**config.mk**
```make
export PLATFORM = sky130hd
export DESIGN_NAME = sd32_step
export DESIGN_NICKNAME = d
export VERILOG_FILES = /design/src/hdl/sd32_pkg.sv /design/src/hdl/sd32_step.sv
export SDC_FILE = /design/constraint.sdc
export NUM_CORES = 1
export LEC_CHECK = 0
export BUFFER_PORTS_ARGS = -buffer_cell sky130_fd_sc_hd__buf_2
export CAP_MARGIN = 20
export CORE_MARGIN = 2
export CORE_UTILIZATION = 50
export CTS_CLUSTER_DIAMETER = 30
export CTS_CLUSTER_SIZE = 10
export DETAILED_ROUTE_END_ITERATION = 8
export GPL_ROUTABILITY_DRIVEN = 0
export PLACE_DENSITY_LB_ADDON = 0.08
export SLEW_MARGIN = 30
export SYNTH_ARGS = -nofsm -noshare
export SYNTH_HDL_FRONTEND = slang
export SYNTH_SLANG_ARGS = --single-unit
```
**constraint.sdc**
```tcl
create_clock -name clk -period 0.8 [get_ports clk]
set_input_delay 0.08 -clock clk [delete_from_list [all_inputs] [get_ports clk]]
set_output_delay 0.08 -clock clk [all_outputs]
set_load 0.005 [all_outputs]
```
**src/hdl/sd32_pkg.sv**
```systemverilog
// Shared constants and pipeline stage type for the signed divider.
package sd32_pkg;

    // Operand and result width
    localparam int DATA_WIDTH = 32;

    // Registered stages between an accepted start and its done strobe:
    // one operand stage, one stage per quotient bit, one result stage.
    localparam int LATENCY = DATA_WIDTH + 2;

    // Payload carried from stage to stage through the divide pipeline
    typedef struct packed {
        logic [DATA_WIDTH-1:0] rem;     // partial remainder
        logic [DATA_WIDTH-1:0] nq;      // dividend bits shift out, quotient bits shift in
        logic [DATA_WIDTH-1:0] dsr;     // divisor magnitude
        logic                  neg_q;   // operand signs differ
        logic                  neg_r;   // dividend was negative
        logic                  dbz;     // divisor was zero
    } sd32_stage_t;

    // Two's complement negate
    function automatic logic [DATA_WIDTH-1:0] negate(input logic [DATA_WIDTH-1:0] v);
        negate = (~v) + {{(DATA_WIDTH-1){1'b0}}, 1'b1};
    endfunction

endpackage

```
**src/hdl/sd32_step.sv**
```systemverilog
// One restoring division step: shift in a dividend bit, trial subtract.
module sd32_step (
    input  logic                  clk,
    input  logic                  rst_n,
    input  logic                  in_valid,
    input  sd32_pkg::sd32_stage_t in_stage,
    output logic                  out_valid,
    output sd32_pkg::sd32_stage_t out_stage
);
    import sd32_pkg::*;

    logic                  valid_reg;
    sd32_stage_t           stage_reg;
    sd32_stage_t           stage_next;
    logic [DATA_WIDTH:0]   shifted;
    logic [DATA_WIDTH:0]   diff;
    logic                  qbit;

    // Trial subtract; the carry out of the shift always permits it
    always_comb
    begin
        shifted    = {in_stage.rem, in_stage.nq[DATA_WIDTH-1]};
        diff       = shifted - {1'b0, in_stage.dsr};
        qbit       = ~diff[DATA_WIDTH];
        stage_next = in_stage;
        stage_next.rem = qbit ? diff[DATA_WIDTH-1:0] : shifted[DATA_WIDTH-1:0];
        stage_next.nq  = {in_stage.nq[DATA_WIDTH-2:0], qbit};
    end

    // Valid bit
    always_ff @(posedge clk or negedge rst_n)
    begin
        if (!rst_n)
        begin
            valid_reg <= 1'b0;
        end
        else
        begin
            valid_reg <= in_valid;
        end
    end

    // Payload
    always_ff @(posedge clk)
    begin
        if (in_valid)
        begin
            stage_reg <= stage_next;
        end
    end

    assign out_valid = valid_reg;
    assign out_stage = stage_reg;

endmodule

```
==> results.txt <==
* Status: finished, violations left
* Violations in the final reports: negative setup slack
- Routed WL per cell: 18.3 µm
- The clock net in this run drives a total of 100 sinks.
- The routed design could run at a clock period as short as 2.27 ns.
- Dividing the synthesized area by the synthesized cell count gives 11.9 µm².
* Finish-stage setup viols: 133
* Number of synthesis warnings: 0
* Peak fanout along the critical path: 9
- Clock tree synthesis selected as its root buffer the cell clkbuf_8.
- Final wirelength: 18600 µm
* Total Die Area: 11800 µm²
- Sequential area share after synthesis: 0.550
- Kind of cell adding the most delay to the critical path: compound AO/OA/AOI/OAI gates
- Tightest Pin Transition: 0.401 ns
- Effective utilization at floorplan: 0.507
- Clock-pin slew was measured on the worst setup and hold paths at 0.10 ns.
- Share of the synthesized area in the top cell type: 0.545
- Traced cell by cell, the critical path runs through buf_6 > inv_4 > ha_4 > a21oi_4 > o211ai_1 > a221o_1 > a211o_1 > o21a_1 > o211ai_4 > inv_4 > buf_12 > mux2_4.
* Total Power: 0.0151 W
* DRC violation total after the first TritonRoute iteration: 427
- From bottom edge to top edge, the die measures 108 µm.
- The floorplan step set the die width to 108 µm.
* Post-route setup TNS: -62.16 ns
- The first global-routing pass estimated 26300 µm of wire.
* Crit-path slowest cell: a221o_1
- Among all flip-flop cells after synthesis, the most frequent one is edfxtp_1.
- The total area inside the core boundary comes to 10700 µm².
- The most common cell in the synthesized netlist is edfxtp_1.
* Initial antenna violation count: 1
* Total Routing Usage GR: 0.292
* CTS tree: yes
- Async set or reset register ratio after synthesis: 0.0100
* Row cnt: 38
- DRC violation count after routing: 0
- Detailed placement finished with a half-perimeter wire length of 11900 µm.
- Power spread over the standard cell area amounts to 1660 nW/µm².
- Entering global routing, the biggest net connects 35 pins.
- After synthesis the cells add up to 5450 µm².
- Critical path's largest stage delay: 0.34 ns
- H-Tree Level Count: 3
* Max Buffers Root-to-Sink: 2
- Worst slack, placed: -2.13 ns
* Leakage power: 4.23 nW
- IR drop worst, VDD: 1.14 mV
- The finished cells cover 9090 µm².
* Net total in the final layout: 1007
* Worst EP arrival: 2.40 ns
* Most used standard cells in the synthesized netlist: 99 x edfxtp_1, 44 x nand2_1, 41 x inv_1, 34 x a21oi_1, 32 x ha_1
- Number of flops mapped to enable cells by yosys: 99
- Measured against its own limit, the worst slew margin works out to 0.730.
- Final design utilization: 0.846
* Count of different cell masters after synthesis: 50
- The tool flagged a number of max-cap violations equal to 0.
- Relative to the synthesized area, the layout overhead comes to 66.7%.
- Drt via density: 5.37
- The via count of the first global-routing pass is 5405.
- Area leader, netlist: edfxtp_1
* Net count after synthesis: 595
- The critical path in this run is classified as in -> reg.
- Setup repair after global routing could not meet its margin everywhere.
* Most used cell along the critical path: inv_4
- Fin worst setup slack: -1.47 ns
* Endpoint class of the critical path: flip-flop
- Clock tree synthesis inserted a total of 9 buffers.
- In the final layout, the share of cells above drive strength 1 is 0.493.
- For this block, the via count after detailed routing is 5471.
- Cell Area, Placed: 7640 µm²
* Fin crit share: 2.84
- Synthesis produced a netlist whose cell count is 460.
- After synthesis, the cell types taking the most area are edfxtp_1 55%, ha_1 7.3%, mux2_4 5.0%.
* HP Class: in -> reg
- After synthesis the netlist holds a flip-flop and latch count of 100.
* Required time at the endpoint of the critical path: 0.93 ns
- The worst setup path is launched from an input pin.
* DR pass1 iterations: 8
- Max-slew violation total from the final report: 0
- Antenna viol nets, final: 0
- Final count of hold timing violations: 0
- Overflow left after global routing: 0
- Max Clk Rate: 0.441 GHz
- For this design the top-level I/O count stands at 202.
- The number of buffers and inverters on the critical path is 4.
- Input and output buffers added on the ports amount to 201.
==> cell families after synthesis <==
logic type,count (synthesis),synth area share
AO/OA/AOI/OAI,120,0.146
buffers and inverters,57,0.0436
flip-flops,100,0.550
multiplexers,18,0.0496
XOR/XNOR,24,0.0386
adder cells (fa/ha/maj),33,0.0771
AND/OR/NAND/NOR,108,0.0950
==> what timing repair did <==
item                       CTS  global route
hold endpoints to repair    71             1
setup endpoints to repair  133           133
buffers inserted             8             8
resized for setup           43            54
gates cloned                 1             1
hold buffers                71             1
pin swaps                   21            23
==> cell usage in the layout (no fill, tap or decap), types with 5 or more instances in the layout <==
cell type / n
ha_1: 22
dlygate4sd3_1: 72
o21ai_0: 12
nand3_1: 9
and3_1: 6
nand2_1: 35
xnor2_1: 14
nor2_1: 16
buf_12: 7
o21ai_2: 7
o21ai_1: 5
o211ai_1: 8
xor2_1: 10
a21oi_1: 27
nand4_1: 7
ha_4: 9
mux2_4: 18
buf_4: 131
buf_2: 191
buf_6: 10
edfxtp_1: 99
inv_1: 36
o21a_1: 6
clkbuf_8: 9
a21o_1: 15
nor2b_1: 5
nand2_4: 5
a21oi_2: 6
o21bai_1: 5
==> layout make-up <==
class,count,area [µm²]
Clock inverter,6,48.8
Multi-Input combinational cell,303,2550
Sequential cell,100,3000
Fill cell,608,1660
Antenna cell,1,2.50
Timing Repair Buffer,416,3010
Clock buffer,10,128
Tap cell,140,175
Inverter,42,170
==> through the flow <==
stage | hold WS (ns) | instances
5_1_grt | 0.0175 | 1018
3_3_place_gp | -0.145 | 911
6_report | 0.0245 | 1018
3_5_place_dp | -0.141 | 911
2_1_floorplan | -0.216 | 460
4_1_cts | 0.00278 | 1007
==> path summary, 6_finish.rpt <==
path	start	cells past startpoint	slack [ns]	to
setup / recovery	in_stage[16]	12	-1.47	out_stage[82]
hold / removal	in_stage[82]	2	0.02	out_stage[83]
max in group asynchronous	rst_n	2	0.65	out_valid
min in group asynchronous	rst_n	2	0.05	out_valid
==> state kept, by name (all words and copies together), names as in the netlist <==
signal,flops
out_stage,99
out_valid,1
==> where the power goes <==
group,internal (W),switching [W]
clock network,0.00117,0.00189
logic,0.00292,0.00249
registers,0.00643,0.000156
total,0.0105,0.00453
==> metal layers <==
layer,global-route usage,vias to the layer above,routed length [µm]
li1,-,2534,-
met1,0.335,2594,7070
met2,0.529,282,9540
met3,0.0524,61,1270
met4,0.131,0,720
met5,0,-,0
No activity file was read; power rests on OpenSTA's default activity.
