### src/hdl/sd32_pkg.sv
// Shared constants and pipeline stage type for the signed divider.
package sd32_pkg;

    // Operand and result width
    localparam int DATA_WIDTH = 32;

    // Registered stages between an accepted start and its done strobe:
    // one operand stage, one stage per quotient bit, one result stage.
    localparam int LATENCY = DATA_WIDTH + 2;

    // Payload carried from stage to stage through the divide pipeline
    typedef struct packed {
        logic [DATA_WIDTH-1:0] rem;     // partial remainder
        logic [DATA_WIDTH-1:0] nq;      // dividend bits shift out, quotient bits shift in
        logic [DATA_WIDTH-1:0] dsr;     // divisor magnitude
        logic                  neg_q;   // operand signs differ
        logic                  neg_r;   // dividend was negative
        logic                  dbz;     // divisor was zero
    } sd32_stage_t;

    // Two's complement negate
    function automatic logic [DATA_WIDTH-1:0] negate(input logic [DATA_WIDTH-1:0] v);
        negate = (~v) + {{(DATA_WIDTH-1){1'b0}}, 1'b1};
    endfunction

endpackage

### src/hdl/sd32_fix.sv
// Result stage: restores signs and applies the zero-divisor rule.
module sd32_fix (
    input  logic                            clk,
    input  logic                            rst_n,
    input  logic                            in_valid,
    input  sd32_pkg::sd32_stage_t           in_stage,
    output logic                            done,
    output logic [sd32_pkg::DATA_WIDTH-1:0] quotient,
    output logic [sd32_pkg::DATA_WIDTH-1:0] remainder,
    output logic                            divide_by_zero
);
    import sd32_pkg::*;

    logic                  done_reg;
    logic [DATA_WIDTH-1:0] quot_reg;
    logic [DATA_WIDTH-1:0] quot_next;
    logic [DATA_WIDTH-1:0] rem_reg;
    logic [DATA_WIDTH-1:0] rem_next;
    logic                  dbz_reg;

    // Sign fixup; with a zero divisor the remainder path returns the dividend
    always_comb
    begin
        if (in_stage.dbz)
        begin
            quot_next = '0;
        end
        else if (in_stage.neg_q)
        begin
            quot_next = negate(in_stage.nq);
        end
        else
        begin
            quot_next = in_stage.nq;
        end
        rem_next = in_stage.neg_r ? negate(in_stage.rem) : in_stage.rem;
    end

    // Result strobe
    always_ff @(posedge clk or negedge rst_n)
    begin
        if (!rst_n)
        begin
            done_reg <= 1'b0;
        end
        else
        begin
            done_reg <= in_valid;
        end
    end

    // Result payload
    always_ff @(posedge clk)
    begin
        if (in_valid)
        begin
            quot_reg <= quot_next;
            rem_reg  <= rem_next;
            dbz_reg  <= in_stage.dbz;
        end
    end

    assign done           = done_reg;
    assign quotient       = quot_reg;
    assign remainder      = rem_reg;
    assign divide_by_zero = dbz_reg;

endmodule

### config.mk
export PLATFORM = sky130hd
export DESIGN_NAME = sd32_fix
export DESIGN_NICKNAME = d
export VERILOG_FILES = /design/src/hdl/sd32_pkg.sv /design/src/hdl/sd32_fix.sv
export SDC_FILE = /design/constraint.sdc
export NUM_CORES = 1
export LEC_CHECK = 0
export ABC_AREA = 1
export ABC_CLOCK_PERIOD_IN_PS = 800
export BUFFER_PORTS_ARGS = -buffer_cell sky130_fd_sc_hd__clkbuf_2
export CORE_ASPECT_RATIO = 0.9
export CORE_MARGIN = 2
export CORE_UTILIZATION = 45
export CTS_BUF_LIST = sky130_fd_sc_hd__clkbuf_8
export CTS_CLUSTER_SIZE = 24
export DETAILED_ROUTE_END_ITERATION = 12
export MAX_ROUTING_LAYER = met4
export PLACE_DENSITY = 0.76
export SLEW_MARGIN = 10
export SYNTH_ARGS = -nofsm -noshare
export SYNTH_HDL_FRONTEND = slang
export SYNTH_SLANG_ARGS = --single-unit
### constraint.sdc
create_clock -name clk -period 0.8 [get_ports clk]
set_clock_uncertainty 0.15 [all_clocks]
set_input_delay 0.08 -clock clk [delete_from_list [all_inputs] [get_ports clk]]
set_output_delay 0.08 -clock clk [all_outputs]
set_load 0.05 [all_outputs]
==> impl_metrics.json <==
{
  "outcome": "complete, but fails checks",
  "failed_checks": "hold timing, setup timing",
  "route.final.wire_length_mm": 19.0,
  "finalMaxSlewViolations": 0,
  "final_util_pct": 88.7,
  "nFillCells": 363,
  "cp_top_family": "simple AND/OR/NAND/NOR gates",
  "buffer_ports.inserted": 135,
  "number_of_h_tree_branching_levels": 3,
  "antenna_found_initial": 0,
  "die_height_um": 94.8,
  "cts.sink_count": 66,
  "cellPowerDensity_mw_per_mm2": 1560,
  "synth_edf_count": 65,
  "worst_setup_start_kind": "input pin",
  "yosys_register_bits": 66,
  "worst_ep_required_time_ns": 0.87,
  "grt_start_max_net_pins": 35,
  "slowest_stage": "sky130_fd_sc_hd__nor3_1",
  "post_syn_nets": 624,
  "antenna_violating_nets_post_route": 0,
  "diodes": 0,
  "placed_cells_incl_taps": 879,
  "final.min_clock_period_ns": 1.32,
  "post-synth-top-count-cell": "sky130_fd_sc_hd__nand2_1",
  "power.leakage_nw": 3.60,
  "p_seq_share_pct": 35.4,
  "cp_common_cell": "sky130_fd_sc_hd__nand2_1",
  "via_count": 5422,
  "design.portCount": 168,
  "detail_route.vias_per_cell": 5.82,
  "setup.worst_path.class": "input pin to register",
  "synth_ff_type": "sky130_fd_sc_hd__edfxtp_1",
  "distinct_cell_type_count_of_the_synthesized_netlist": 33,
  "wl_per_cell_um": 20.4,
  "syn_inst": 520,
  "power.share.combinational_pct": 35.5,
  "fp.dieArea_mm2": 0.00993,
  "timing_worst_slew_pin_value_ns": 0.281,
  "cts-buffers-inserted": 9,
  "crit_path_max_incr_delay_ns": 0.21,
  "crit_path_max_fanout": 4,
  "cap_viol_max_count": 0,
  "finalCritPeriodShare_pct": 164,
  "synth_top_area_share_pct": 47.4,
  "cts-root-buf": "sky130_fd_sc_hd__clkbuf_8",
  "intPower_w": 0.00807,
  "drt_pre_antenna_iters": 8,
  "synth.yosys.seq_area_share_pct": 48.0,
  "grt_pass1_wl_mm": 24.7,
  "synth_commonest_cells": "sky130_fd_sc_hd__nand2_1, sky130_fd_sc_hd__nor2_1, sky130_fd_sc_hd__edfxtp_1",
  "cp.buffers_inverters": 2,
  "mappedNetlistArea_mm2": 0.00412,
  "ctsLongestPathBuffers": 2,
  "final_cells": 932,
  "dp_hpwl_mm": 9.77,
  "grt_remaining_overflow": 0,
  "worst-endpoint-arrival_ns": 1.39,
  "core-area_mm2": 0.00900,
  "synth_compound_area_share_pct": 8.20,
  "timing.final.setup_violations": 125,
  "main_combinational_cell_family_by_area_after_synthesis": "simple AND/OR/NAND/NOR gates",
  "synth_adder_area_share_pct": 0.608,
  "total_switching_power_w": 0.00435,
  "synthXorXnorAreaFrac_pct": 4.04,
  "holdBufCountCts": 2,
  "ys.warnings.count": 0,
  "post_synth_and_or_nand_nor_area_fraction_pct": 32.5,
  "area.sequential_mm2": 0.00198,
  "crit_path_end_kind": "register",
  "slew_headroom_pct": 81.2,
  "synth_top_area_cell": "sky130_fd_sc_hd__edfxtp_1",
  "timing.hold.ws_ns": -0.135,
  "clock_tree_from_tritoncts": "built",
  "power.share.clock_pct": 29.1,
  "timing.fmax_mhz": 760,
  "grt_usage_pct": 33.2,
  "drive_gt1_share_pct": 58.5,
  "placed_cell_area_mm2": 0.00606,
  "die_width_um": 105,
  "start_util_pct": 45.7,
  "synth.area.top_cells": "sky130_fd_sc_hd__edfxtp_1, sky130_fd_sc_hd__nand2_1, sky130_fd_sc_hd__nor2_1",
  "clk_transition_reported_paths_ns": 0.08,
  "async_flop_share_pct": 1.52,
  "report.final.hold_viol_count": 15,
  "rows": 33,
  "crit_path_cell_trace": "clkbuf_2 > nor2_4 > nand2_2 > buf_4 > nor3_1 > nand4_1 > nand2_1 > nand2_1 > nand2_1",
  "drtIter0Drc": 475,
  "multi_input_area_mm2": 0.00262,
  "switching_share_pct": 35.0,
  "remaining_drc_errors": 0,
  "setup-tns-final_ns": -43.59,
  "ir_worst_vdd_mv": 1.06,
  "synthMuxAreaShare_pct": 0,
  "design.final.nets": 909,
  "min-delay-path-class": "input pin to async pin",
  "synth_area_per_cell_um2": 7.92,
  "area_growth_syn_to_layout_pct": 93.9,
  "globalplace.congestion": 0.978,
  "final_critical_path_setup_slack_ns": -0.516,
  "rsz0062_at_grt": "yes",
  "final_design_area_no_fill_mm2": 0.00798,
  "grt_pass1_vias": 5021
}
repair_timing:
action	in CTS	in global routing
buffers inserted	18	24
hold endpoints to repair	19	13
gates cloned	1	0
gates resized for setup	235	133
endpoints found under the setup margin	124	127
pin swaps	54	66
layer usage:
layer  track usage [%]  wire (µm)  vias to the layer above
met3              6.21       1860                      148
met1              37.3       6580                     2519
li1                  -          -                     2289
met5                 -          0                        -
met4              15.0       1300                        0
met2              58.1       9280                      466
power by group through the flow:
stage / combinational (W) / clock, W / sequential, W
2_1_floorplan: 0.000847 / 0 / 0.00549
6_report: 0.00441 / 0.00361 / 0.00439
3_5_place_dp: 0.00319 / 0 / 0.00435
5_1_grt: 0.00456 / 0.00372 / 0.00441
4_1_cts: 0.00393 / 0.00355 / 0.00434
3_3_place_gp: 0.00313 / 0 / 0.00435
kinds of logic (layout without fill, tap and decap cells):
family	count (synthesis)	count (layout)
buffers and inverters	67	356
XOR/XNOR	19	19
AO/OA/AOI/OAI	61	61
adder cells (fa/ha/maj)	2	2
flip-flops	66	66
AND/OR/NAND/NOR	305	306
cells in the final DEF, fill, tap and decap left out, drive strengths merged:
cell         instances
edfxtp              65
xor2                12
dfrtp                1
inv                 57
o31ai                1
or2                  1
ha                   2
clkbuf             105
clkinvlp             1
clkinv               3
o211ai               2
buf                185
dlygate4sd3          2
nor3                 6
a21oi               23
xnor2                7
nand3b               2
o21ai               34
nor2               100
o21a                 1
nand4               11
nand2              149
bufinv               3
nand3               37
cell type report:
type / count / area share (%)
clock inverters: 7 / 1.49
repair buffers: 283 / 34.1
well taps: 122 / 1.91
flip-flops and latches: 66 / 24.8
multi-input cells: 388 / 32.9
inverters: 57 / 3.28
clock buffers: 9 / 1.55
through the flow:
stage	worst slack, ns	total power [W]
finish	-0.516	0.0124
detailed placement	-0.772	0.00754
CTS	-0.422	0.0118
global placement	-0.721	0.00748
global route	-0.559	0.0127
floorplan	-0.496	0.00633
path summary, 6_finish.rpt:
kind	depth (start not counted)	endpoint	slack (ns)	from
worst min-delay path	2	done$_DFF_PN0_	-0.14	rst_n
max in group asynchronous	2	done$_DFF_PN0_	0.54	rst_n
worst max-delay path	9	remainder[24]$_DFFE_PP_	-0.52	in_stage[89]
min in group clk	3	remainder[25]$_DFFE_PP_	-0.12	in_stage[92]
Note: power is estimated with default switching activity, not from simulation.
