===== config.mk =====
export PLATFORM = sky130hd
export DESIGN_NAME = sd32_prep
export DESIGN_NICKNAME = d
export VERILOG_FILES = /design/src/hdl/sd32_pkg.sv /design/src/hdl/sd32_prep.sv
export SDC_FILE = /design/constraint.sdc
export NUM_CORES = 1
export LEC_CHECK = 0
export BUFFER_PORTS_ARGS = -buffer_cell sky130_fd_sc_hd__buf_2
export CORE_MARGIN = 5
export CORE_UTILIZATION = 52
export DETAILED_ROUTE_END_ITERATION = 16
export PLACE_DENSITY = 0.87
export SETUP_SLACK_MARGIN = 0.15
export SYNTH_ARGS = -nofsm -noshare
export SYNTH_HDL_FRONTEND = slang
export SYNTH_SLANG_ARGS = --single-unit

===== constraint.sdc =====
create_clock -name clk -period 1.7 [get_ports clk]
set_clock_uncertainty 0.2 [all_clocks]
set_input_delay 0.425 -clock clk [delete_from_list [all_inputs] [get_ports clk]]
set_output_delay 0.425 -clock clk [all_outputs]
set_load 0.05 [all_outputs]

===== src/hdl/sd32_pkg.sv =====
// Shared constants and pipeline stage type for the signed divider.
package sd32_pkg;

    // Operand and result width
    localparam int DATA_WIDTH = 32;

    // Registered stages between an accepted start and its done strobe:
    // one operand stage, one stage per quotient bit, one result stage.
    localparam int LATENCY = DATA_WIDTH + 2;

    // Payload carried from stage to stage through the divide pipeline
    typedef struct packed {
        logic [DATA_WIDTH-1:0] rem;     // partial remainder
        logic [DATA_WIDTH-1:0] nq;      // dividend bits shift out, quotient bits shift in
        logic [DATA_WIDTH-1:0] dsr;     // divisor magnitude
        logic                  neg_q;   // operand signs differ
        logic                  neg_r;   // dividend was negative
        logic                  dbz;     // divisor was zero
    } sd32_stage_t;

    // Two's complement negate
    function automatic logic [DATA_WIDTH-1:0] negate(input logic [DATA_WIDTH-1:0] v);
        negate = (~v) + {{(DATA_WIDTH-1){1'b0}}, 1'b1};
    endfunction

endpackage


===== src/hdl/sd32_prep.sv =====
// Operand stage: takes magnitudes and signs of the operands.
module sd32_prep (
    input  logic                           clk,
    input  logic                           rst_n,
    input  logic                           in_valid,
    input  logic [sd32_pkg::DATA_WIDTH-1:0] dividend,
    input  logic [sd32_pkg::DATA_WIDTH-1:0] divisor,
    output logic                           out_valid,
    output sd32_pkg::sd32_stage_t          out_stage
);
    import sd32_pkg::*;

    logic        valid_reg;
    sd32_stage_t stage_reg;
    sd32_stage_t stage_next;
    logic        sign_a;
    logic        sign_b;

    // Magnitudes and sign bookkeeping
    always_comb
    begin
        sign_a           = dividend[DATA_WIDTH-1];
        sign_b           = divisor[DATA_WIDTH-1];
        stage_next.rem   = '0;
        stage_next.nq    = sign_a ? negate(dividend) : dividend;
        stage_next.dsr   = sign_b ? negate(divisor) : divisor;
        stage_next.neg_q = sign_a ^ sign_b;
        stage_next.neg_r = sign_a;
        stage_next.dbz   = (divisor == '0);
    end

    // Valid bit
    always_ff @(posedge clk or negedge rst_n)
    begin
        if (!rst_n)
        begin
            valid_reg <= 1'b0;
        end
        else
        begin
            valid_reg <= in_valid;
        end
    end

    // Payload, loaded only with a transaction
    always_ff @(posedge clk)
    begin
        if (in_valid)
        begin
            stage_reg <= stage_next;
        end
    end

    assign out_valid = valid_reg;
    assign out_stage = stage_reg;

endmodule


==> results of run 1 <==
-- per-stage QoR --
step           TNS (ns)  cells  setup slack [ns]  instance area, um2   util
3_3_place_gp     -27.28    628            -0.912                5660  0.789
3_5_place_dp     -29.72    628            -0.962                5660  0.789
2_1_floorplan    -18.85    344            -0.819                4440      -
4_1_cts          -12.04    656            -0.584                6640  0.926
-- cells by family after synthesis --
family / count (synthesis) / synth area share
XOR/XNOR: 59 / 0.136
AND/OR/NAND/NOR: 78 / 0.123
AO/OA/AOI/OAI: 52 / 0.107
other: 1 / 0.000986
buffers and inverters: 51 / 0.0839
flip-flops: 68 / 0.536
adder cells (fa/ha/maj): 4 / 0.0132
-- repair_timing --
item,CTS
buffers inserted,11
pin swaps,27
gates resized for setup,163
endpoints found under the setup margin,98
hold buffers,1
hold endpoints to repair,1
==> impl_metrics.csv, run 1 <==
group,metric,value,unit
clocking,root_buffer,"clkbuf_8",
synth,synth-main-ff-cell,"edfxtp_1",
synth,synthArstFlopShare,0.0147,
clocking,cts_buffer_depth,2,
synth,ys_ff_latch,68,
outcome,last-stage-reached,"global routing",
die,pin_count,167,
placed_design,gp_congestion,0.902,
synth,yosys.area.top_type_share,0.529,
die,rows,31,
synth,synth_cell_types,36,
synth,synthTopCellsByCount,"edfxtp_1 (67), xnor2_1 (56), buf_4 (32)",
sta,worst-ep-kind,"sequential cell input",
synth,ys_seq_area_frac,0.536,
synth,synth_edf_count,67,
grt,grt_max_degree,53,
synth,synth_area_per_cell,12.2,um2
placed_design,io_buffers,134,
die,start_util,0.530,
clocking,cts_buffers,9,
sta,crit_endpoint,"out_stage[23]$_DFFE_PP_/D",
die,die_h,95.5,um
synth,synth_largest_area_cell,"edfxtp_1",
synth,syn_inst,313,
placed_design,hpwl,8890,um
outcome,outcome,"stopped before the end",
clocking,cts_max_level,3,
synth,synth_most_common_cell,"edfxtp_1",
clocking,clock_sinks,68,
die,fp.dieW,95.5,um
synth,yosys_warnings,0,
outcome,tool.error,"[ERROR DPL-0038] Utilization greater than 100%, impossible to legalize",
synth,syn_area,3800,um2
synth,synth_area_leaders,"edfxtp_1 (53%), xnor2_1 (13%), buf_4 (6.3%)",
==> inputs of run 2 (changes only) <==
Settings changed: CORE_UTILIZATION 52 to 40, PLACE_DENSITY 0.87 to unset, PLACE_DENSITY_LB_ADDON set to 0.15, SETUP_SLACK_MARGIN 0.15 to unset.
==> run 2 against run 1 <==
  * The flow now finishes, with violations (setup timing)
  * Synthesized area unchanged
  * Synthesized cell count unchanged
==> impl_metrics.csv, run 2 <==
group,metric,value,unit
route,first_iter_violations,151,
critical_path,crit_path_max_fanout,8,
critical_path,crit_chain,"buf_6, or4_4, or4b_4, buf_4, o41ai_4, xnor2_1",
synth,yosys.area.top_type_share,0.529,
power,combPwrFrac,0.344,
critical_path,worst-setup-path-type,"primary input to flop",
power,ir_drop,0.000370,V
synth,ys_ff_latch,68,
critical_path,critPathMaxStageDelay,0.61,ns
critical_path,cp.buffers_inverters,2,
clocking,cts_tree,"built",
grt,antenna_found_initial,0,
synth,ys_seq_area_frac,0.536,
clocking,clkTransAtPathRegs,0.07,ns
synth,synth_area_per_cell,12.2,um2
sta,finalCritPeriodShare,1.36,
synth,synthTopCellsByCount,"edfxtp_1 (67), xnor2_1 (56), buf_4 (32)",
sta,fmax,0.431,GHz
finish,drive_above_1_share,0.592,
sta,setup_ws,-0.618,ns
die,start_util,0.412,
route,wire_per_inst,15.9,um
die,die_h,108,um
power,intPower,3080,uW
critical_path,critPathCapture,"out_stage[21]",
power,seqPwrFrac,0.424,
clocking,cts_buffers,9,
clocking,cts_buffer_depth,2,
clocking,root_buffer,"clkbuf_8",
finish,nets,635,
finish,area_growth,71.0,%
clocking,clock_sinks,68,
clocking,cts_max_level,3,
die,fp.dieW,108,um
power,finalPower,4930,uW
route,route.vias.total,3370,
placed_design,hpwl,8100,um
placed_design,io_buffers,134,
sta,finalHoldViolations,0,
sta,fin_crit,2.32,ns
outcome,outcome,"finished with violations",
grt,globalRouteOverflowTotal,0,
finish,fillers,672,
power,p_sw_frac,0.374,
critical_path,startpoint_type,"primary input",
power,power.density,758,nW/um2
route,routed_wl,11100,um
die,pin_count,167,
route,vias_per_cell,4.84,
route,first_pass_iters,4,
outcome,violations,"setup timing",
synth,synthArstFlopShare,0.0147,
die,rows,35,
placed_design,place_ws,-0.958,ns
power,power.switching,1850,uW
critical_path,cp-startpoint,"divisor[6]",
critical_path,cp_slowest_cell,"or4b_4",
grt,grtUsageTotal,0.186,
route,post-route-drc-count,0,
synth,synth_edf_count,67,
synth,synth_cell_types,36,
sta,slew_viol_final,0,
synth,synth_area_leaders,"edfxtp_1 (53%), xnor2_1 (13%), buf_4 (6.3%)",
power,p_leak,0.00282,uW
sta,setup_violations,35,
finish,final_common_cell,"buf_2",
placed_design,gp_congestion,0.813,
critical_path,required,1.57,ns
grt,grt_pass1_wl,16800,um
min_path,hp-class,"primary input to asynchronous set/reset pin",
power,pwr-share-clk,0.232,
grt,grt_pass1_vias,3478,
synth,synth_most_common_cell,"edfxtp_1",
critical_path,endpoint_kind,"flop",
die,core_area,9240,um2
synth,yosys_warnings,0,
synth,syn_inst,313,
critical_path,cp_top_family,"simple AND/OR/NAND/NOR gates",
critical_path,worstPathArrival,2.19,ns
sta,grt_setup_unrepaired,"true",
die,die-area,11600,um2
job,drv_cap,0,
route,antenna_left,0,
synth,syn_area,3800,um2
critical_path,worst-path-stages,6,
grt,grt_max_degree,26,
synth,synth-main-ff-cell,"edfxtp_1",
synth,synth_largest_area_cell,"edfxtp_1",
finish,diodes,0,
finish,layout_common_cells,"buf_2 (121), buf_4 (101), edfxtp_1 (67)",
finish,largest_reg_flops,67,
[run 2: cell counts after synthesis]
No cell type changed its count.
[run 2: worst min path at each step]
stage / startpoint / endpoint / depth (start not counted)
final: rst_n / out_valid / 2
after detailed placement: rst_n / out_valid / 1
after CTS: rst_n / out_valid / 2
after global placement: rst_n / out_valid / 1
after floorplan: rst_n / out_valid / 0
after global routing: divisor[0] / out_stage[3] / 2
[run 2: layout make-up]
type | count | area, um2 | share of cell area
sequential | 68 | 2040 | 0.313
inverter | 6 | 25.0 | 0.00385
clock inverter | 6 | 32.5 | 0.00500
tap | 129 | 161 | 0.0248
multi-input combinational | 225 | 2310 | 0.355
timing repair buffer | 254 | 1820 | 0.279
clock buffer | 9 | 124 | 0.0190
[run 2: routing by layer]
metal | global-route usage | vias to the layer above | wire length [um]
li1 | - | 1634 | -
met1 | 0.247 | 1582 | 4720
met2 | 0.307 | 142 | 5490
met3 | 0.0312 | 12 | 740
met4 | 0.0622 | 0 | 171
met5 | 0 | - | 0
[run 2: kinds of logic after synthesis]
family / count (synthesis) / synth area share
compound gates: 52 / 0.107
buf+inv: 51 / 0.0839
flops: 68 / 0.536
fa+ha+maj: 4 / 0.0132
simple gates: 78 / 0.123
other cells: 1 / 0.000986
xor+xnor: 59 / 0.136
[run 2: per-stage QoR]
step                setup TNS (ns)  hold WS (ns)  cells  utilization  area, um2
detailed placement          -29.18      0.000387    672        0.624       5770
global placement            -28.71       0.00103    672        0.624       5770
finish                      -12.37         0.207    697        0.704       6500
floorplan                   -18.79       -0.0706    344            -       4380
CTS                         -11.40         0.185    694        0.679       6280
global route                -13.26         0.196    697        0.704       6500
[run 2: power groups by stage]
stage	Clock, uW	Sequential, uW	Combinational (uW)
4_1_cts	1160	2100	1660
3_3_place_gp	0	2130	1590
5_1_grt	1240	2110	1780
6_report	1140	2090	1700
2_1_floorplan	0	2730	494
3_5_place_dp	0	2130	1600
[run 2: what timing repair did]
item | in CTS | in global routing
hold buffers | 1 | 0
gates cloned | 0 | 1
hold endpoints to repair | 1 | 0
pin swaps | 18 | 24
buffers inserted | 7 | 3
gates resized for setup | 44 | 37
endpoints found under the setup margin | 36 | 39
(Power assumes the default switching activity.)
==> inputs of run 3 (changes only) <==
Settings changed: CELL_PAD_IN_SITES_DETAIL_PLACEMENT set to 1, CELL_PAD_IN_SITES_GLOBAL_PLACEMENT set to 2, CORE_UTILIZATION 40 to 31, PLACE_DENSITY set to 0.81, PLACE_DENSITY_LB_ADDON 0.15 to unset, SLEW_MARGIN set to 15.
==> run 3 against run 2 <==
  * Fmax decreased by 1.5%
  * Hold slack got worse by 0.022 ns
  * Via count increased by 4.8%
  * Clock power increased by 51%
  * The run still ends with setup timing left
  * Die area increased by 26%
  * Sequential power about the same
  * Highest routed layer unchanged
==> impl_metrics.csv, run 3 (synthesis gave the netlist of run 2 again) <==
group,metric,value,unit
finish,nets,631,
outcome,violations,"setup timing",
sta,grt_setup_unrepaired,"true",
placed_design,hpwl,10000,um
critical_path,required,1.57,ns
sta,slew_viol_final,0,
finish,largest_reg_flops,67,
route,highest_layer,"met4",
sta,finalCritPeriodShare,1.39,
grt,grt_max_degree,44,
clocking,cts_max_level,3,
die,die-area,14600,um2
finish,area_growth,77.1,%
clocking,cts_buffer_depth,2,
clocking,clkTransAtPathRegs,0.06,ns
power,finalPower,5560,uW
clocking,cts_buffers,9,
route,vias_per_cell,4.96,
power,power.density,825,nW/um2
placed_design,postPlaceCellArea,5680,um2
min_path,hp-class,"primary input to flop",
critical_path,cp.buffers_inverters,2,
finish,stdcell_count,712,
critical_path,cp_top_family,"simple AND/OR/NAND/NOR gates",
route,first_iter_violations,171,
placed_design,gp_congestion,0.802,
power,ir_drop,0.000441,V
grt,grt_pass1_vias,3832,
finish,fillers,1243,
critical_path,worstPathArrival,2.22,ns
clocking,clock_sinks,68,
placed_design,dp.cells,675,
placed_design,io_buffers,134,
critical_path,critPathMaxStageDelay,0.61,ns
route,first_pass_iters,5,
critical_path,endpoint_kind,"flop",
die,rows,40,
critical_path,worst-setup-path-type,"primary input to flop",
clocking,cts_tree,"built",
critical_path,worst-path-stages,6,
finish,drive_above_1_share,0.605,
finish,layout_common_cells,"buf_2 (119), buf_4 (89), edfxtp_1 (67)",
route,antenna_left,0,
die,die_h,121,um
route,met2_wirelength,7900,um
grt,antenna_found_initial,0,
critical_path,crit_path_frequent_cell,"buf_6",
sta,setup_ws,-0.655,ns
finish,final_area,6740,um2
route,wl_met1,5250,um
sta,fin_crit,2.35,ns
die,pin_count,167,
min_path,hold_depth,2,
route,route.vias.total,3532,
critical_path,crit_chain,"buf_6, or4_4, or4b_4, buf_6, o41ai_4, xnor2_1",
route,wl_met3,866,um
sta,fmax,0.425,GHz
critical_path,cp_slowest_cell,"or4b_4",
grt,globalRouteOverflowTotal,0,
critical_path,crit_path_max_fanout,7,
finish,multi_input_area,2390,um2
finish,final_common_cell,"buf_2",
clocking,root_buffer,"clkbuf_16",
route,routed_wl,14300,um
grt,grt_pass1_wl,20600,um
grt,grtUsageTotal,0.183,
die,fp.dieW,121,um
finish,diodes,0,
die,start_util,0.317,
route,post-route-drc-count,0,
sta,setup_violations,37,
route,wire_per_inst,20.0,um
power,p_leak,0.00289,uW
sta,finalHoldViolations,0,
outcome,outcome,"finished with violations",
die,core_area,12000,um2
finish,seq_area,2040,um2
job,drv_cap,0,
critical_path,startpoint_type,"primary input",
## run 3: changes by cell type in the layout (fill, tap and decap cells not counted), sizes merged
| cell | delta |
|---|---|
| buf | -4 |
| clkbuf | +5 |
| clkinv | -2 |
| clkinvlp | -2 |
## run 3: area by class of cell
class	instances	area share
clock buffers	14	0.0377
clock inverters	2	0.00149
flip-flops and latches	68	0.302
inverters	6	0.00371
multi-input cells	225	0.355
repair buffers	250	0.273
well taps	147	0.0273
## run 3: final timing paths
kind                            start            end  slack [ns]
min in group asynchronous       rst_n      out_valid        0.22
setup / recovery           divisor[7]  out_stage[23]       -0.65
hold / removal             divisor[0]   out_stage[3]        0.19
max in group asynchronous       rst_n      out_valid        1.00
## run 3: per-layer routing
layer / up-vias / GRT usage
met5: - / 0
met4: 0 / 0.0701
met3: 19 / 0.0370
met2: 131 / 0.343
met1: 1756 / 0.200
li1: 1626 / -
## run 3: where the power goes
| group | switching (uW) | internal, uW | total [uW] |
|---|---|---|---|
| clock | 692 | 1030 | 1720 |
| combinational | 1210 | 532 | 1740 |
| sequential | 50.3 | 2050 | 2100 |
| total | 1950 | 3610 | 5560 |
## run 3: what timing repair did
action                                  CTS  global route
pin swaps                                32            30
cloned                                    0             1
endpoints found under the hold margin     1             0
endpoints found under the setup margin   37            44
hold buffers                              1             0
gates resized for setup                  58            59
buffers inserted                         11            12
## run 3: metrics by stage
step / setup WS [ns] / setup TNS (ns) / hold WS (ns) / util
floorplan: -0.819 / -18.79 / -0.0706 / -
global placement: -0.933 / -28.69 / -0.000908 / 0.473
detailed placement: -0.958 / -30.88 / 0.00151 / 0.473
CTS: -0.567 / -12.89 / 0.174 / 0.533
global route: -0.714 / -14.96 / 0.187 / 0.561
finish: -0.655 / -13.85 / 0.185 / 0.561
==> inputs of run 4 (changes only) <==
Settings changed: SKIP_CTS_REPAIR_TIMING set to 1.
==> run 4 against run 3 <==
  * The run still ends with setup timing left
  * Cell count decreased by 1.3%
  * Via count shrank 1.8%
  * Count of clock-buffer cells in the layout unchanged
  * Design area fell by 4.3%
  * Clock power is essentially flat
  * First-iteration DRC count is the same
  * Hold slack better by 0.0017 ns
==> impl_metrics.csv, run 4 (synthesis gave the netlist of run 2 again) <==
group,metric,value,unit
outcome,outcome,"finished with violations",
outcome,violations,"setup timing",
clocking,cts_buffer_depth,2,
sta,fin_crit,2.34,ns
grt,use_met3,0.0430,
critical_path,cp_slowest_cell,"or4b_4",
die,die-area,14600,um2
min_path,hp-class,"primary input to flop",
critical_path,critPathMaxStageDelay,0.63,ns
sta,setup_ws,-0.641,ns
critical_path,crit_chain,"buf_6, or4_4, or4b_4, buf_4, o41ai_4, xnor2_1",
critical_path,startpoint_type,"primary input",
finish,drive_above_1_share,0.581,
critical_path,required,1.57,ns
finish,largest_reg_flops,67,
critical_path,crit_path_max_fanout,8,
finish,final_common_cell,"buf_2",
power,power.switching,1930,uW
route,vias_per_cell,4.93,
grt,grtUsageTotal,0.171,
power,power.density,855,nW/um2
route,antenna_left,0,
placed_design,gp_congestion,0.802,
grt,grt_pass1_wl,19500,um
power,combPwrFrac,0.307,
critical_path,cp.buffers_inverters,2,
route,first_pass_iters,4,
grt,use_met2,0.316,
critical_path,worstPathArrival,2.21,ns
power,ir_drop,0.000436,V
finish,final_area,6450,um2
finish,nets,622,
min_path,min_from,"divisor[0]",
route,wire_per_inst,19.1,um
grt,met1_usage,0.190,
critical_path,endpoint_kind,"flop",
grt,globalRouteOverflowTotal,0,
grt,antenna_found_initial,0,
power,p_sw_frac,0.350,
grt,grt-busiest-layer,"met2",
placed_design,io_buffers,134,
finish,area_growth,69.5,%
route,post-route-drc-count,0,
sta,grt_setup_unrepaired,"true",
route,first_iter_violations,171,
critical_path,worst-setup-path-type,"primary input to flop",
critical_path,cp-startpoint,"divisor[6]",
finish,diodes,0,
sta,finalHoldViolations,0,
route,routed_wl,13400,um
min_path,whs_endpoint,"out_stage[3]",
grt,grt_pass1_vias,3715,
die,rows,40,
clocking,cts_max_level,3,
power,seqPwrFrac,0.381,
finish,layout_common_cells,"buf_2 (119), buf_4 (93), edfxtp_1 (67)",
clocking,clock_sinks,68,
die,start_util,0.317,
route,route.vias.total,3469,
clocking,cts_tree,"built",
finish,seq_area,2040,um2
placed_design,hpwl,10000,um
clocking,root_buffer,"clkbuf_16",
die,die_h,121,um
die,pin_count,167,
sta,slew_viol_final,0,
grt,grt_max_degree,44,
die,fp.dieW,121,um
critical_path,cp_top_family,"simple AND/OR/NAND/NOR gates",
sta,finalCritPeriodShare,1.38,
job,drv_cap,0,
die,core_area,12000,um2
sta,setup_violations,36,
power,p_leak,0.00275,uW
min_path,hold_depth,2,
placed_design,postPlaceCellArea,5680,um2
clocking,clkTransAtPathRegs,0.06,ns
power,pwr-share-clk,0.312,
placed_design,place_ws,-0.958,ns
sta,fmax,0.427,GHz
clocking,cts_buffers,9,
finish,fillers,1279,
finish,multi_input_area,2250,um2
power,intPower,3590,uW
==> run 4: changes by cell type in the layout (fill, tap and decap cells not counted), sizes merged <==
cell | before | now
buf | 248 | 240
clkbuf | 15 | 14
==> run 4: through the flow <==
step	utilization	instances	TNS [ns]	hold slack, ns	total power, uW
global route	0.537	703	-14.22	0.184	5720
CTS	0.494	691	-13.90	-0.358	5470
floorplan	-	344	-18.79	-0.0706	3220
finish	0.537	703	-12.90	0.187	5520
global placement	0.473	675	-28.69	-0.000908	3700
detailed placement	0.473	675	-30.88	0.00151	3740
==> run 4: metal layers <==
layer	wire, um	up-vias
met2	7150	131
met5	0	-
met1	5160	1705
li1	-	1609
met3	855	24
met4	243	0
==> run 4: worst max-delay path by stage <==
| stage | endpoint | slack (ns) | cells past startpoint |
|---|---|---|---|
| finish | out_stage[23] | -0.64 | 6 |
| global placement | out_stage[0] | -0.93 | 5 |
| CTS | out_stage[0] | -0.61 | 5 |
| detailed placement | out_stage[0] | -0.96 | 5 |
| global route | out_stage[23] | -0.67 | 6 |
| floorplan | out_stage[0] | -0.82 | 5 |
==> run 4: power groups by stage <==
stage	Clock (uW)	Combinational (uW)	Sequential [uW]
after floorplan	0	494	2730
after global routing	1830	1770	2110
after global placement	0	1570	2130
final	1720	1700	2100
after detailed placement	0	1600	2130
after CTS	1760	1610	2100
==> run 4: area by class of cell <==
cell class	instances	share of cell area
Clock buffer	14	0.0394
Clock inverter	2	0.00155
Inverter	6	0.00388
Multi-Input combinational cell	225	0.348
Sequential cell	68	0.316
Tap cell	147	0.0285
Timing Repair Buffer	241	0.262
